==> src/assert_macros.svh <==
// Assertion macros shared by the blink frame fill RTL.
// No dependencies; included by modules that carry concurrent checks.
`ifndef ASSERT_MACROS_SVH
`define ASSERT_MACROS_SVH

// Same-cycle implication, disabled while reset is asserted.
`define ASSERT_IMPLIES(label, clk, rst_n, ante, cons) \
    label: assert property (@(posedge clk) disable iff (!rst_n) (ante) |-> (cons)) \
        else $error("implication check failed");

// Next-cycle implication, disabled while reset is asserted.
`define ASSERT_NEXT(label, clk, rst_n, ante, cons) \
    label: assert property (@(posedge clk) disable iff (!rst_n) (ante) |=> (cons)) \
        else $error("next-cycle check failed");

`endif

==> src/lbff_pkg.sv <==
// Package for the blink frame fill block: config struct, frame descriptor,
// result struct, register indexes and the divide-by-255 helper. No dependencies.
`default_nettype none

package lbff_pkg;

    localparam int LED_IDX_W  = 6;
    localparam int CHAN_W     = 8;
    localparam int CFG_IDX_W  = 3;
    localparam int CFG_DATA_W = 24;
    localparam int FIFO_DEPTH = 2;

    localparam logic [CFG_IDX_W-1:0] REG_CYCLE_MS    = 3'd0;
    localparam logic [CFG_IDX_W-1:0] REG_BRIGHTNESS  = 3'd1;
    localparam logic [CFG_IDX_W-1:0] REG_RANGE_START = 3'd2;
    localparam logic [CFG_IDX_W-1:0] REG_RANGE_END   = 3'd3;
    localparam logic [CFG_IDX_W-1:0] REG_COLOR_ON    = 3'd4;
    localparam logic [CFG_IDX_W-1:0] REG_COLOR_OFF   = 3'd5;

    typedef struct packed {
        logic [15:0] cycle_ms;
        logic [7:0]  brightness;
        logic [7:0]  range_start;
        logic [7:0]  range_end;
        logic [23:0] on_rgb;
        logic [23:0] off_rgb;
    } cfg_t;

    // One classified frame handed from front to back.
    typedef struct packed {
        logic              phase_on;
        logic [CHAN_W-1:0] blue;
        logic [CHAN_W-1:0] green;
        logic [CHAN_W-1:0] red;
    } frame_desc_t;

    typedef struct packed {
        logic                 last;
        logic                 phase_on;
        logic [CHAN_W-1:0]    blue;
        logic [CHAN_W-1:0]    green;
        logic [CHAN_W-1:0]    red;
        logic [LED_IDX_W-1:0] led_index;
    } led_res_t;

    typedef enum logic [1:0] {
        FR_IDLE,
        FR_DIV,
        FR_MUL,
        FR_PUSH
    } front_state_t;

    // floor(x / 255), exact for any product of two bytes.
    function automatic logic [CHAN_W-1:0] div255(input logic [15:0] x);
        logic [16:0] s;
        s = {1'b0, x} + {9'b0, x[15:8]} + 17'd1;
        return s[15:8];
    endfunction

endpackage

`default_nettype wire

==> src/lbff_fifo.sv <==
// Small register queue between the frame front end and the LED emitter.
// Depends on assert_macros.svh.
`default_nettype none
`include "assert_macros.svh"

module lbff_fifo #(
    parameter int WIDTH = 25,
    parameter int DEPTH = 2
) (
    input  wire logic             clk,
    input  wire logic             rst_n,
    input  wire logic             push,
    input  wire logic [WIDTH-1:0] push_data,
    output logic                  full,
    input  wire logic             pop,
    output logic [WIDTH-1:0]      pop_data,
    output logic                  not_empty
);

    localparam int PTR_W = (DEPTH > 1) ? $clog2(DEPTH) : 1;
    localparam int CNT_W = $clog2(DEPTH + 1);

    logic [WIDTH-1:0] mem_reg [DEPTH];
    logic [PTR_W-1:0] wr_ptr_reg, wr_ptr_next;
    logic [PTR_W-1:0] rd_ptr_reg, rd_ptr_next;
    logic [CNT_W-1:0] count_reg, count_next;

    function automatic logic [PTR_W-1:0] ptr_inc(input logic [PTR_W-1:0] p);
        return (p == PTR_W'(DEPTH - 1)) ? '0 : p + PTR_W'(1);
    endfunction

    assign full      = (count_reg == CNT_W'(DEPTH));
    assign not_empty = (count_reg != '0);
    assign pop_data  = mem_reg[rd_ptr_reg];

    always_comb
    begin
        wr_ptr_next = push ? ptr_inc(wr_ptr_reg) : wr_ptr_reg;
        rd_ptr_next = pop ? ptr_inc(rd_ptr_reg) : rd_ptr_reg;
        count_next  = count_reg;
        if (push && !pop)
        begin
            count_next = count_reg + CNT_W'(1);
        end
        else if (pop && !push)
        begin
            count_next = count_reg - CNT_W'(1);
        end
    end

    always_ff @(posedge clk or negedge rst_n)
    begin
        if (!rst_n)
        begin
            wr_ptr_reg <= '0;
            rd_ptr_reg <= '0;
            count_reg  <= '0;
        end
        else
        begin
            wr_ptr_reg <= wr_ptr_next;
            rd_ptr_reg <= rd_ptr_next;
            count_reg  <= count_next;
        end
    end

    always_ff @(posedge clk)
    begin
        if (push)
        begin
            mem_reg[wr_ptr_reg] <= push_data;
        end
    end

    `ASSERT_IMPLIES(a_no_push_full, clk, rst_n, push, !full || pop)
    `ASSERT_IMPLIES(a_no_pop_empty, clk, rst_n, pop, not_empty)

endmodule

`default_nettype wire

==> src/lbff_front.sv <==
// Front end: accepts frame requests, divides the time stamp by the period
// one quotient bit a cycle and scales the selected color. Depends on lbff_pkg.
`default_nettype none

module lbff_front (
    input  wire logic                clk,
    input  wire logic                rst_n,
    input  wire lbff_pkg::cfg_t      cfg,
    input  wire logic                req_valid,
    output logic                     req_ready,
    input  wire logic [5:0]          req_second,
    input  wire logic [9:0]          req_millisecond,
    output logic                     desc_push,
    output lbff_pkg::frame_desc_t    desc,
    input  wire logic                desc_full
);

    lbff_pkg::front_state_t state_reg, state_next;

    logic [15:0] dividend_reg;
    logic [15:0] period_reg;
    logic [15:0] rem_reg;
    logic [3:0]  step_reg;
    logic        qbit_reg;
    logic        phase_reg;
    logic [15:0] prod_r_reg, prod_g_reg, prod_b_reg;

    logic [16:0] shifted;
    logic        ge;
    logic [16:0] diff;
    logic [23:0] color;
    logic [15:0] total;

    assign total   = 16'({10'b0, req_second} * 16'd1000) + {6'b0, req_millisecond};
    assign shifted = {rem_reg, dividend_reg[15]};
    assign ge      = (shifted >= {1'b0, period_reg});
    assign diff    = shifted - {1'b0, period_reg};
    // Even quotient selects the on color.
    assign color   = qbit_reg ? cfg.off_rgb : cfg.on_rgb;

    always_comb
    begin
        state_next = state_reg;
        case (state_reg)
            lbff_pkg::FR_IDLE:
            begin
                if (req_valid)
                begin
                    state_next = lbff_pkg::FR_DIV;
                end
            end
            lbff_pkg::FR_DIV:
            begin
                if (step_reg == 4'd15)
                begin
                    state_next = lbff_pkg::FR_MUL;
                end
            end
            lbff_pkg::FR_MUL:
            begin
                state_next = lbff_pkg::FR_PUSH;
            end
            lbff_pkg::FR_PUSH:
            begin
                if (!desc_full)
                begin
                    state_next = lbff_pkg::FR_IDLE;
                end
            end
            default:
            begin
                state_next = lbff_pkg::FR_IDLE;
            end
        endcase
    end

    always_comb
    begin
        req_ready = 1'b0;
        desc_push = 1'b0;
        case (state_reg)
            lbff_pkg::FR_IDLE: req_ready = 1'b1;
            lbff_pkg::FR_PUSH: desc_push = !desc_full;
            default:
            begin
                req_ready = 1'b0;
                desc_push = 1'b0;
            end
        endcase
    end

    assign desc.phase_on = phase_reg;
    assign desc.red      = lbff_pkg::div255(prod_r_reg);
    assign desc.green    = lbff_pkg::div255(prod_g_reg);
    assign desc.blue     = lbff_pkg::div255(prod_b_reg);

    always_ff @(posedge clk or negedge rst_n)
    begin
        if (!rst_n)
        begin
            state_reg <= lbff_pkg::FR_IDLE;
            step_reg  <= '0;
        end
        else
        begin
            state_reg <= state_next;
            if (state_reg == lbff_pkg::FR_DIV)
            begin
                step_reg <= step_reg + 4'd1;
            end
            else
            begin
                step_reg <= '0;
            end
        end
    end

    always_ff @(posedge clk)
    begin
        case (state_reg)
            lbff_pkg::FR_IDLE:
            begin
                dividend_reg <= total;
                period_reg   <= (cfg.cycle_ms == 16'd0) ? 16'd1 : cfg.cycle_ms;
                rem_reg      <= '0;
            end
            lbff_pkg::FR_DIV:
            begin
                rem_reg      <= ge ? diff[15:0] : shifted[15:0];
                dividend_reg <= {dividend_reg[14:0], 1'b0};
                qbit_reg     <= ge;
            end
            lbff_pkg::FR_MUL:
            begin
                phase_reg  <= !qbit_reg;
                prod_r_reg <= color[23:16] * cfg.brightness;
                prod_g_reg <= color[15:8] * cfg.brightness;
                prod_b_reg <= color[7:0] * cfg.brightness;
            end
            default:
            begin
                phase_reg <= phase_reg;
            end
        endcase
    end

endmodule

`default_nettype wire

==> src/lbff_back.sv <==
// Back end: takes frame descriptors from the queue and emits one result per
// LED through an output register. Depends on lbff_pkg and assert_macros.svh.
`default_nettype none
`include "assert_macros.svh"

module lbff_back #(
    parameter int NUM_LEDS = 64
) (
    input  wire logic                  clk,
    input  wire logic                  rst_n,
    input  wire lbff_pkg::cfg_t        cfg,
    input  wire logic                  desc_valid,
    input  wire lbff_pkg::frame_desc_t desc,
    output logic                       desc_pop,
    output logic                       res_valid,
    input  wire logic                  res_ready,
    output lbff_pkg::led_res_t         res
);

    localparam int IW = lbff_pkg::LED_IDX_W;
    localparam logic [IW-1:0] LAST_IDX = IW'(NUM_LEDS - 1);

    logic                  active_reg;
    logic [IW-1:0]         idx_reg;
    lbff_pkg::frame_desc_t desc_reg;
    logic                  out_valid_reg;
    lbff_pkg::led_res_t    out_reg;

    logic adv;
    logic at_last;
    logic lit;

    assign adv      = active_reg && (!out_valid_reg || res_ready);
    assign at_last  = (idx_reg == LAST_IDX);
    assign desc_pop = desc_valid && (!active_reg || (adv && at_last));
    assign lit      = ({2'b0, idx_reg} >= cfg.range_start) && ({2'b0, idx_reg} <= cfg.range_end);

    assign res_valid = out_valid_reg;
    assign res       = out_reg;

    always_ff @(posedge clk or negedge rst_n)
    begin
        if (!rst_n)
        begin
            active_reg    <= 1'b0;
            idx_reg       <= '0;
            out_valid_reg <= 1'b0;
        end
        else
        begin
            if (desc_pop)
            begin
                active_reg <= 1'b1;
                idx_reg    <= '0;
            end
            else if (adv)
            begin
                active_reg <= !at_last;
                idx_reg    <= idx_reg + IW'(1);
            end
            if (adv)
            begin
                out_valid_reg <= 1'b1;
            end
            else if (res_ready)
            begin
                out_valid_reg <= 1'b0;
            end
        end
    end

    always_ff @(posedge clk)
    begin
        if (desc_pop)
        begin
            desc_reg <= desc;
        end
        if (adv)
        begin
            out_reg.led_index <= idx_reg;
            out_reg.red       <= lit ? desc_reg.red : '0;
            out_reg.green     <= lit ? desc_reg.green : '0;
            out_reg.blue      <= lit ? desc_reg.blue : '0;
            out_reg.phase_on  <= desc_reg.phase_on;
            out_reg.last      <= at_last;
        end
    end

    `ASSERT_IMPLIES(a_last_index, clk, rst_n, res_valid && res.last, res.led_index == LAST_IDX)
    `ASSERT_NEXT(a_index_step, clk, rst_n, res_valid && res_ready && !res.last,
        res_valid && (res.led_index == $past(res.led_index) + IW'(1)))

endmodule

`default_nettype wire

==> src/led_blink_frame_fill.sv <==
// Top level of the LED blink frame fill block: configuration registers,
// front end, descriptor queue and LED emitter. Depends on lbff_pkg and submodules.
//
// Usage:
//   s_* carries frame requests: tdata holds second then millisecond from bit 0.
//   Each request yields NUM_LEDS results on m_*, LED 0 first, tlast on the
//   final LED, tuser = phase_on (1 when the on color was chosen).
//   cfg_* writes one register per request: index 0 cycle_ms, 1 brightness,
//   2 range_start, 3 range_end, 4 on color, 5 off color; other indexes drop.
//   Write registers only while no frame is in flight.
// Processing:
//   The front end takes one request at a time: an accept, 16 restoring
//   divide steps of the time stamp by cycle_ms, a multiply and a push.
//   With the queue and emitter idle, a descriptor reaches m_tvalid through
//   the queue, active_reg and the output register. The emitter sends one
//   LED per cycle while m_tready is high; the queue hides the next divide.
// Reset and stall:
//   rst_n clears the queue, the emitter and the front end state, and sets the config registers to their defaults.
//   When m_tready is low the output register holds its result; the queue
//   and then s_tready back up behind it, and no result is dropped.
`default_nettype none

module led_blink_frame_fill #(
    parameter int NUM_LEDS = 64
) (
    input  wire logic        clk,
    input  wire logic        rst_n,
    // Frame requests
    input  wire logic        s_tvalid,
    output logic             s_tready,
    input  wire logic [15:0] s_tdata,   // second[5:0], millisecond[15:6]
    // LED results
    output logic             m_tvalid,
    input  wire logic        m_tready,
    output logic [31:0]      m_tdata,   // led_index[5:0], red[13:6], green[21:14],
                                        // blue[29:22], zero[31:30]
    output logic             m_tuser,   // phase_on
    output logic             m_tlast,
    // Register writes
    input  wire logic        cfg_valid,
    output logic             cfg_ready,
    input  wire logic [2:0]  cfg_index,
    input  wire logic [23:0] cfg_data
);

    localparam int DESC_W = $bits(lbff_pkg::frame_desc_t);

    lbff_pkg::cfg_t        cfg_reg;
    lbff_pkg::frame_desc_t front_desc;
    lbff_pkg::frame_desc_t queue_desc;
    lbff_pkg::led_res_t    res;

    logic desc_push;
    logic desc_full;
    logic desc_pop;
    logic desc_valid;

    // Register writes never stall.
    assign cfg_ready = 1'b1;

    always_ff @(posedge clk or negedge rst_n)
    begin
        if (!rst_n)
        begin
            cfg_reg.cycle_ms    <= 16'd500;
            cfg_reg.brightness  <= 8'd255;
            cfg_reg.range_start <= 8'd0;
            cfg_reg.range_end   <= 8'd63;
            cfg_reg.on_rgb      <= 24'hFFFFFF;
            cfg_reg.off_rgb     <= 24'h000000;
        end
        else if (cfg_valid && cfg_ready)
        begin
            case (cfg_index)
                lbff_pkg::REG_CYCLE_MS:    cfg_reg.cycle_ms    <= cfg_data[15:0];
                lbff_pkg::REG_BRIGHTNESS:  cfg_reg.brightness  <= cfg_data[7:0];
                lbff_pkg::REG_RANGE_START: cfg_reg.range_start <= cfg_data[7:0];
                lbff_pkg::REG_RANGE_END:   cfg_reg.range_end   <= cfg_data[7:0];
                lbff_pkg::REG_COLOR_ON:    cfg_reg.on_rgb      <= cfg_data;
                lbff_pkg::REG_COLOR_OFF:   cfg_reg.off_rgb     <= cfg_data;
                default:                   cfg_reg             <= cfg_reg;
            endcase
        end
    end

    // Classify the request: blink phase and scaled color.
    lbff_front u_front (
        .clk             (clk),
        .rst_n           (rst_n),
        .cfg             (cfg_reg),
        .req_valid       (s_tvalid),
        .req_ready       (s_tready),
        .req_second      (s_tdata[5:0]),
        .req_millisecond (s_tdata[15:6]),
        .desc_push       (desc_push),
        .desc            (front_desc),
        .desc_full       (desc_full)
    );

    // Hold finished descriptors while the emitter is busy.
    lbff_fifo #(
        .WIDTH (DESC_W),
        .DEPTH (lbff_pkg::FIFO_DEPTH)
    ) u_queue (
        .clk       (clk),
        .rst_n     (rst_n),
        .push      (desc_push),
        .push_data (front_desc),
        .full      (desc_full),
        .pop       (desc_pop),
        .pop_data  (queue_desc),
        .not_empty (desc_valid)
    );

    // Emit one LED per cycle while m_tready is high, black outside the lit range.
    lbff_back #(
        .NUM_LEDS (NUM_LEDS)
    ) u_back (
        .clk        (clk),
        .rst_n      (rst_n),
        .cfg        (cfg_reg),
        .desc_valid (desc_valid),
        .desc       (queue_desc),
        .desc_pop   (desc_pop),
        .res_valid  (m_tvalid),
        .res_ready  (m_tready),
        .res        (res)
    );

    assign m_tdata = {2'b00, res.blue, res.green, res.red, res.led_index};
    assign m_tuser = res.phase_on;
    assign m_tlast = res.last;

endmodule

`default_nettype wire

==> config.mk <==
export PLATFORM = sky130hd
export DESIGN_NAME = led_blink_frame_fill
export DESIGN_NICKNAME = d
export VERILOG_FILES = /design/src/lbff_pkg.sv /design/src/lbff_fifo.sv /design/src/lbff_front.sv /design/src/lbff_back.sv /design/src/led_blink_frame_fill.sv
export VERILOG_INCLUDE_DIRS = /design/src /design/src/src
export SDC_FILE = /design/constraint.sdc
export NUM_CORES = 1
export LEC_CHECK = 0
export BUFFER_PORTS_ARGS = -buffer_cell sky130_fd_sc_hd__buf_2
export CAP_MARGIN = 20
export CORE_MARGIN = 3
export CORE_UTILIZATION = 65
export CTS_CLUSTER_SIZE = 28
export DETAILED_ROUTE_END_ITERATION = 8
export PLACE_DENSITY = 0.84
export SETUP_SLACK_MARGIN = 0.15
export SYNTH_ARGS = -nofsm -noshare
export SYNTH_HDL_FRONTEND = slang
export SYNTH_SLANG_ARGS = --single-unit
==> constraint.sdc <==
create_clock -name clk -period 11.2 [get_ports clk]
set_clock_uncertainty 0.2 [all_clocks]
set_input_delay 1.12 -clock clk [delete_from_list [all_inputs] [get_ports clk]]
set_output_delay 1.12 -clock clk [all_outputs]
set_load 0.1 [all_outputs]
---- Word level (Yosys, flattened, before mapping) ----
Memories as Yosys holds them, arrays and structs flattened. A register that Yosys moved wholly into a read port is not among the register bits.
Cells that the tools add are included.
W data, S select, Z words.
word-level totals
  register bits ........................... 236
  memory bits (writable) .................. 50
  input bits .............................. 48
  word-level logic and storage cells ...... 117
  memories kept ........................... 1
memories
  name             words  width  rd ports  clocked after memory_dff  wr ports  RTL line         text
  u_queue.mem_reg  2      25     1         1                         1         lbff_fifo.sv:23  logic [WIDTH-1:0] mem_reg [DEPTH];
cells by class
  add/subtract/negate cells ............... 14
  multipliers ............................. 4
  order comparisons ....................... 3
  equal/unequal tests ..................... 14
  muxes and demuxes ....................... 23
  reductions and logical operators ........ 30
operators with widths
  cell                     count
  $pmux W16 S2             2
  $add A16 B1 Y16 const B  3
  $add A16 B8 Y16          3
  $mul A8 B8 Y16           3
  $mux W24                 1
  $ge A17 B16 Y1           1
  $add A16 B10 Y16         1
  $logic_not A16 Y1        1
  $mux W16                 1
  $sub A16 B16 Y16         1
  $mul A6 B7 Y13 const B   1
  $mux W6                  2
  $reduce_and A2 Y1        6
  $mux W1                  10
  $mux W2                  5
  $reduce_bool A2 Y1       5
  $ge A6 B8 Y1             1
  $le A6 B8 Y1             1
  $pmux W2 S4              1
  $logic_not A1 Y1         7
  $add A6 B1 Y6 const B    1
  $eq A2 B2 Y1 const B     3
  $eq A3 B2 Y1 const B     2
  $eq A3 B3 Y1 const B     2
  16 further kinds         24

---- Longest topological paths before layout ----
Gate-level depths: netlist of run 1.
  depth in word-level cells ............... 9
  depth in mapped cells ................... 19

---- Modules after synthesis ----
A second synthesis of run 1 with hierarchy kept.
unflattened totals
  cell total of the unflattened synthesis .. 1811
  area, all modules ....................... 21358.0 µm²
modules (own cells, without submodules)
  module                instances  cells each  area an instance (µm²)  sequential area each (µm²)
  lbff_front            1          1358        13252.7                 3093.0
  led_blink_frame_fill  1          196         3425.8                  2257.2
  lbff_back             1          163         2585.0                  1911.8
  lbff_fifo             1          94          2094.5                  1601.5

---- Worst setup path before layout of run 1 ----
No wires, ideal clock.
  path type ............................... reg2reg
  start point ............................. register u_front.qbit_reg
  end point ............................... register u_front.prod_r_reg[14] (data pin)
  library setup time ...................... 266 ps
  data arrival time ....................... 5083 ps
  required time ........................... 10734 ps
  setup slack ............................. 5651 ps
  cell stages (with the launch flop) ...... 20
  path buffers ............................ 2
  period minus slack after synthesis ...... 5549 ps
  cells stage by stage .................... edfxtp_1 -> clkbuf_1 -> buf_1 -> mux2i_1 -> nor2b_1 -> fa_1 -> inv_1 -> fa_1 -> inv_1 -> fa_1 -> inv_1 -> fa_1 -> inv_1 -> ha_1 -> o21a_1 -> o21a_1 -> a41o_1 -> nor4_1 -> nor3_1 -> xor2_1
between the ends
  longest elaborated chain between the ends .. 2
ends and longest elaborated chain
  item                      RTL line           text
  start: declaration        lbff_front.sv:24   logic qbit_reg;
  start signal: assignment  lbff_front.sv:131  qbit_reg <= ge;
  $mux W24                  lbff_front.sv:39   assign color = qbit_reg ? cfg.off_rgb : cfg.on_rgb;
  $mul A8 B8 Y16            lbff_front.sv:136  prod_r_reg <= color[23:16] * cfg.brightness;
  end signal: assignment    lbff_front.sv:136
  end: declaration          lbff_front.sv:26   logic [15:0] prod_r_reg, prod_g_reg, prod_b_reg;
No other way between the ends.
A chain may end at the register's enable or synchronous reset.

---- Worst setup path in the final report of run 1 ----
  start point ............................. register u_front.qbit_reg
  end point ............................... register u_front.prod_g_reg[13] (data pin)
between the ends
  longest elaborated chain between the ends .. 2
ends and longest elaborated chain
  item                    RTL line           text
  $mux W24                lbff_front.sv:39
  $mul A8 B8 Y16          lbff_front.sv:137  prod_g_reg <= color[15:8] * cfg.brightness;
  end signal: assignment  lbff_front.sv:137
  end: declaration        lbff_front.sv:26
No other way between the ends.

==> impl_metrics.tcl, run 1 <==
set metrics [dict create \
    wl_per_cell_um 17.5 \
    ys_types 68 \
    fin_crit_sh_pct 51.2 \
    ant_nets 0 \
    area_growth_pct 9.24 \
    worst_slew_pin_slew_ns 0.974 \
    ios 85 \
    crit_arrival_ns 5.79 \
    synth_area_leader_cell "edfxtp_1" \
    maxCapViolations 0 \
    viasPerCell 5.70 \
    drt-pass1-iter-count 5 \
    ys_ff_latch 311 \
    io_buffer_count 81 \
    dp.cells 2239 \
    largest_reg_flops 88 \
    cp-end-kind "flip-flop" \
    avgSynthCellArea_um2 11.7 \
    fp.dieW_um 186 \
    fin_setup_tns_ns 0 \
    drt_wl_total_um 40200 \
    grt_pass1_wl_um 66900 \
    critPathMaxFanout 25 \
    multi_input_area_mm2 0.0111 \
    ys.flop_type "edfxtp_1" \
    synth_cells 1805 \
    via_count 13100 \
    post_cts_buffers 0 \
    cts_resized 0 \
    clock-sinks 311 \
    hold_violations 0 \
    critical_path_class "reg2reg" \
    dp_hpwl_um 29300 \
    rows 65 \
    cts_htree_levels 2 \
    grt-ovfl-total 0 \
    whs_ns 0.228 \
    ys_warn_count 0 \
    register_area_mm2 0.00886 \
    core_mm2 0.0317 \
    async_flop_share_pct 34.1 \
    gp_congestion 0.864 \
    slew_headroom_pct 35.1 \
    cts_max_path_buffers 3 \
    syn-cell-area_mm2 0.0210 \
    start_kind "flip-flop" \
    grt_max_degree 75 \
    synth_seq_area_share_pct 42.1 \
    nFillCells 2111 \
    status "finished, final reports clean" \
    grt_pass1_vias 13500 \
    drtIter0Drc 795 \
    place_ws_ns 5.58 \
    cts_tree "yes" \
    fin_cells 2304 \
    worst-r2r-setup-slack_ns 5.47 \
    setup_ws_ns 5.47 \
    track_usage_pct 24.0 \
    fmax_mhz 175 \
    setup_viol 0 \
    cts_hold_buf 0 \
    antenna_found_initial 0 \
    rsz0062_at_grt "false" \
    clk_pin_slew_ns 0.06 \
    required_ns 11.26 \
    hold_path.class "reg2reg" \
    maxSlewViolCount 0 \
    synth_edf_count 205 \
    drc_errors 0 \
    dieArea_mm2 0.0346 \
    diodes 0 \
    cts_made_buffers 34 \
    yosys-top-cells-area "edfxtp_1 (29%), ha_1 (12%), fa_1 (12%), dfrtp_1 (7.4%), mux2_2 (6.3%)" \
    initial_core_util_pct 66.3 \
    drive_gt1_share_pct 17.1 \
    root_buffer "clkbuf_16" \
    clock_latency_ns 0.52 \
    synth_top_area_share_pct 29.3 \
    die_h_um 186 \
    post-route-min-period_ns 5.73 \
    nets 2242 \
]
worst paths after layout:
check / to / cells after the start / from
setup / recovery: u_front.prod_g_reg[13] / 16 / u_front.qbit_reg
hold / removal: u_back.res[30] / 0 / u_back.desc_reg[24]
max in group asynchronous: u_back.active_reg / 2 / rst_n
setup reg to reg: u_front.prod_g_reg[13] / 16 / u_front.qbit_reg
hold reg to reg: u_back.res[30] / 0 / u_back.desc_reg[24]
min in group asynchronous: cfg_reg[82] / 1 / rst_n
metrics by stage:
stage,instance area [µm²],util [%]
6_report,23000,72.4
5_1_grt,23000,72.4
4_1_cts,22900,72.2
3_5_place_dp,21800,68.7
3_3_place_gp,21800,68.7
2_1_floorplan,21000,-
worst max-delay path, stage by stage (launching register included):
cell and delay (ns):
edfxtp_1 0.33, buf_4 0.39, mux2i_1 0.64, nor2b_1 0.15, fa_1 0.50, fa_1 0.57
inv_1 0.06, fa_1 0.47, fa_1 0.54, inv_1 0.04, ha_1 0.33, o21ai_0 0.17
a21boi_0 0.25, o31a_1 0.33, o211ai_1 0.25, nand2b_1 0.10, xor2_1 0.15
Yosys cell counts, types with 38 or more instances:
library cell and instances:
ha_1 196, edfxtp_1 205, inv_1 231, o21ai_0 40
clkbuf_1 48, dfstp_2 44, a21oi_1 40, nand2b_1 38
fa_1 122, nor2_1 76, dfrtp_1 62, mux2_2 118
nand2_1 81, xnor2_1 60, nor2b_1 125
layout by cell type, fill, tap and decap left out, types with 39 or more instances in the layout:
| master | instances |
|---|---|
| dfstp_2 | 44 |
| dfrtp_1 | 62 |
| nand2_1 | 81 |
| nor2_1 | 75 |
| inv_1 | 231 |
| nor2b_1 | 125 |
| o21ai_0 | 40 |
| xnor2_1 | 60 |
| edfxtp_1 | 205 |
| mux2_2 | 118 |
| ha_1 | 195 |
| buf_2 | 80 |
| a21oi_1 | 39 |
| fa_1 | 122 |
layer usage:
| layer | global-route usage [%] | vias to the layer above | routed length, µm |
|---|---|---|---|
| li1 | - | 6242 | - |
| met1 | 33.5 | 6503 | 17700 |
| met2 | 40.6 | 314 | 19800 |
| met3 | 2.64 | 71 | 1780 |
| met4 | 5.99 | 0 | 898 |
| met5 | 0 | - | 0 |
final cells by class:
class                           instances  share of cell area [%]
Timing Repair Buffer                   96                    2.49
Clock buffer                           51                    4.33
Tap cell                              402                    2.19
Multi-Input combinational cell       1200                    48.2
Inverter                              233                    3.81
Sequential cell                       311                    38.6
Clock inverter                         11                   0.446
cells by family after synthesis:
group | share of synthesized area (%)
and+or+nand+nor | 12.0
adders and majority gates | 23.3
DFF | 42.1
buffers and inverters | 5.43
AOI/OAI and AO/OA | 5.67
muxes | 7.60
xor gates and xnor gates | 3.87
other | 0.0357
Power of run 1 is left out: the tool's default activity adds up to more than one toggle a clock period on the data nets, which glitch-free logic cannot reach.
==> run 2, diff against run 1 <==
--- a/config.mk
+++ b/config.mk
@@ -9,10 +9,10 @@
 export BUFFER_PORTS_ARGS = -buffer_cell sky130_fd_sc_hd__buf_2
 export CAP_MARGIN = 20
 export CORE_MARGIN = 3
-export CORE_UTILIZATION = 65
+export CORE_UTILIZATION = 63
 export CTS_CLUSTER_SIZE = 28
 export DETAILED_ROUTE_END_ITERATION = 8
-export PLACE_DENSITY = 0.84
+export PLACE_DENSITY = 0.82
 export SETUP_SLACK_MARGIN = 0.15
 export SYNTH_ARGS = -nofsm -noshare
 export SYNTH_HDL_FRONTEND = slang
==> constraint.sdc (replaced) <==
create_clock -name clk -period 5.45 [get_ports clk]
set_clock_uncertainty 0.2 [all_clocks]
set_input_delay 0.545 -clock clk [delete_from_list [all_inputs] [get_ports clk]]
set_output_delay 0.545 -clock clk [all_outputs]
set_load 0.1 [all_outputs]
==> impl_metrics.tcl, run 2 (synthesis results as in run 1) <==
set metrics [dict create \
    final_cell_mix "inv_1 (230), edfxtp_1 (205), ha_1 (193), fa_1 (121), nor2b_1 (120)" \
    ios 85 \
    viasPerCell 5.65 \
    diodes 0 \
    status "finished, final reports clean" \
    io_buffer_count 81 \
    dp.cells 2303 \
    start_kind "flip-flop" \
    drt-pass1-iter-count 5 \
    final_core_util_pct 71.5 \
    fin_setup_tns_ns 0 \
    grt_max_degree 65 \
    dieArea_mm2 0.0356 \
    fmax_mhz 189 \
    drt_wl_total_um 40600 \
    antenna_found_initial 0 \
    fin_crit_sh_pct 96.9 \
    crit_arrival_ns 5.33 \
    cts_tree "yes" \
    crit_buf_inv 5 \
    maxSlewViolCount 0 \
    max_stage_delay_ns 0.55 \
    drive_gt1_share_pct 19.4 \
    slew_headroom_pct 29.8 \
    cts_htree_levels 2 \
    nets 2272 \
    grt_pass1_vias 13800 \
    via_count 13400 \
    root_buffer "clkbuf_16" \
    die_h_um 189 \
    largest_reg_flops 88 \
    track_usage_pct 22.9 \
    gp_congestion 0.874 \
    fin_cells 2374 \
    post-route-min-period_ns 5.28 \
    cp_top_family "adder cells" \
    hold_violations 0 \
    crit_chain "buf_12 > mux2_4 > and2_1 > fa_1 > inv_1 > fa_1 > inv_1 > fa_1 > inv_1 > fa_1 > inv_1 > ha_1 > o21a_1 > o21a_1 > a41o_1 > nor4_2 > nor3_1 > xor2_1" \
    grt_pass1_wl_um 67100 \
    rsz0062_at_grt "true" \
    wl_per_cell_um 17.1 \
    required_ns 5.50 \
    rows 66 \
    area_growth_pct 11.2 \
    initial_core_util_pct 64.3 \
    maxCapViolations 0 \
    critPathMaxFanout 11 \
    cp-end-kind "flip-flop" \
    dp_hpwl_um 29500 \
    final_common_cell "inv_1" \
    critical_path_class "reg2reg" \
    drtIter0Drc 644 \
    core_mm2 0.0327 \
    fp.dieW_um 189 \
    ant_nets 0 \
    worst_slew_pin_slew_ns 1.05 \
    cts_made_buffers 34 \
    cp_slowest_cell "fa_1" \
    clock-sinks 311 \
    clk_pin_slew_ns 0.06 \
    worst-r2r-setup-slack_ns 0.17 \
    setup_viol 0 \
    cts_max_path_buffers 3 \
    drc_errors 0 \
    hold_path.class "in2reg" \
    clock_latency_ns 0.52 \
    grt-ovfl-total 0 \
]
-- run 2: cell types whose count changed in the layout (fill, tap and decap cells not counted), sizes merged --
cell         previous run  this run
buf                    96       124
clkinv                  8        14
clkbuf                 51        48
clkinvlp                1         0
dlygate4sd3             0         1
inv                   234       233
-- run 2: worst paths after layout --
path,startpoint,end,depth (start not counted)
min,cfg_data[23],cfg_reg[23],2
max reg2reg,u_front.qbit_reg,u_front.prod_r_reg[14],18
max in group asynchronous,rst_n,cfg_reg[45],3
min reg2reg,u_back.desc_reg[24],u_back.res[30],0
min in group asynchronous,rst_n,u_back.res_valid,2
max,u_front.qbit_reg,u_front.prod_r_reg[14],18
-- run 2: worst register-to-register path, cell delays in order, from the launching register on --
cell	delay, ns
edfxtp_1	0.44
buf_12	0.20
mux2_4	0.35
and2_1	0.18
fa_1	0.48
inv_1	0.05
fa_1	0.48
inv_1	0.06
fa_1	0.55
inv_1	0.06
fa_1	0.53
inv_1	0.04
ha_1	0.33
o21a_1	0.19
o21a_1	0.17
a41o_1	0.26
nor4_2	0.19
nor3_1	0.11
xor2_1	0.15
-- run 2: layout make-up --
cell class	count	area, µm²
Clock buffer	47	930
Clock inverter	15	150
Fill cell	2240	9310
Inverter	233	875
Multi-Input combinational cell	1200	11200
Sequential cell	311	8860
Tap cell	442	553
Timing Repair Buffer	126	822
-- run 2: layer usage --
layer	part of all wire [%]	track usage, %	vias to the layer above
met5	0	0	-
met4	2.7	6.47	0
met3	4.4	2.75	87
met2	49	39.5	327
met1	44	31.0	6695
li1	-	-	6312
-- run 2: stage by stage --
| step | setup WS (ns) | instance area (µm²) | hold WS, ns |
|---|---|---|---|
| floorplan | 0.157 | 21100 | 0.0494 |
| global placement | 0.217 | 22100 | 0.201 |
| detailed placement | 0.196 | 22100 | 0.218 |
| CTS | 0.175 | 23200 | 0.0530 |
| global route | 0.0113 | 23400 | 0.0723 |
| finish | 0.167 | 23400 | 0.0660 |
-- run 2: timing repair --
action | in CTS | in global routing
hold buffers | 1 | 0
endpoints found under the hold margin | 37 | 0
endpoints found under the setup margin | 0 | 8
buffers inserted | 0 | 4
gates resized for setup | 0 | 29
Power of run 2 is left out for the same reason.
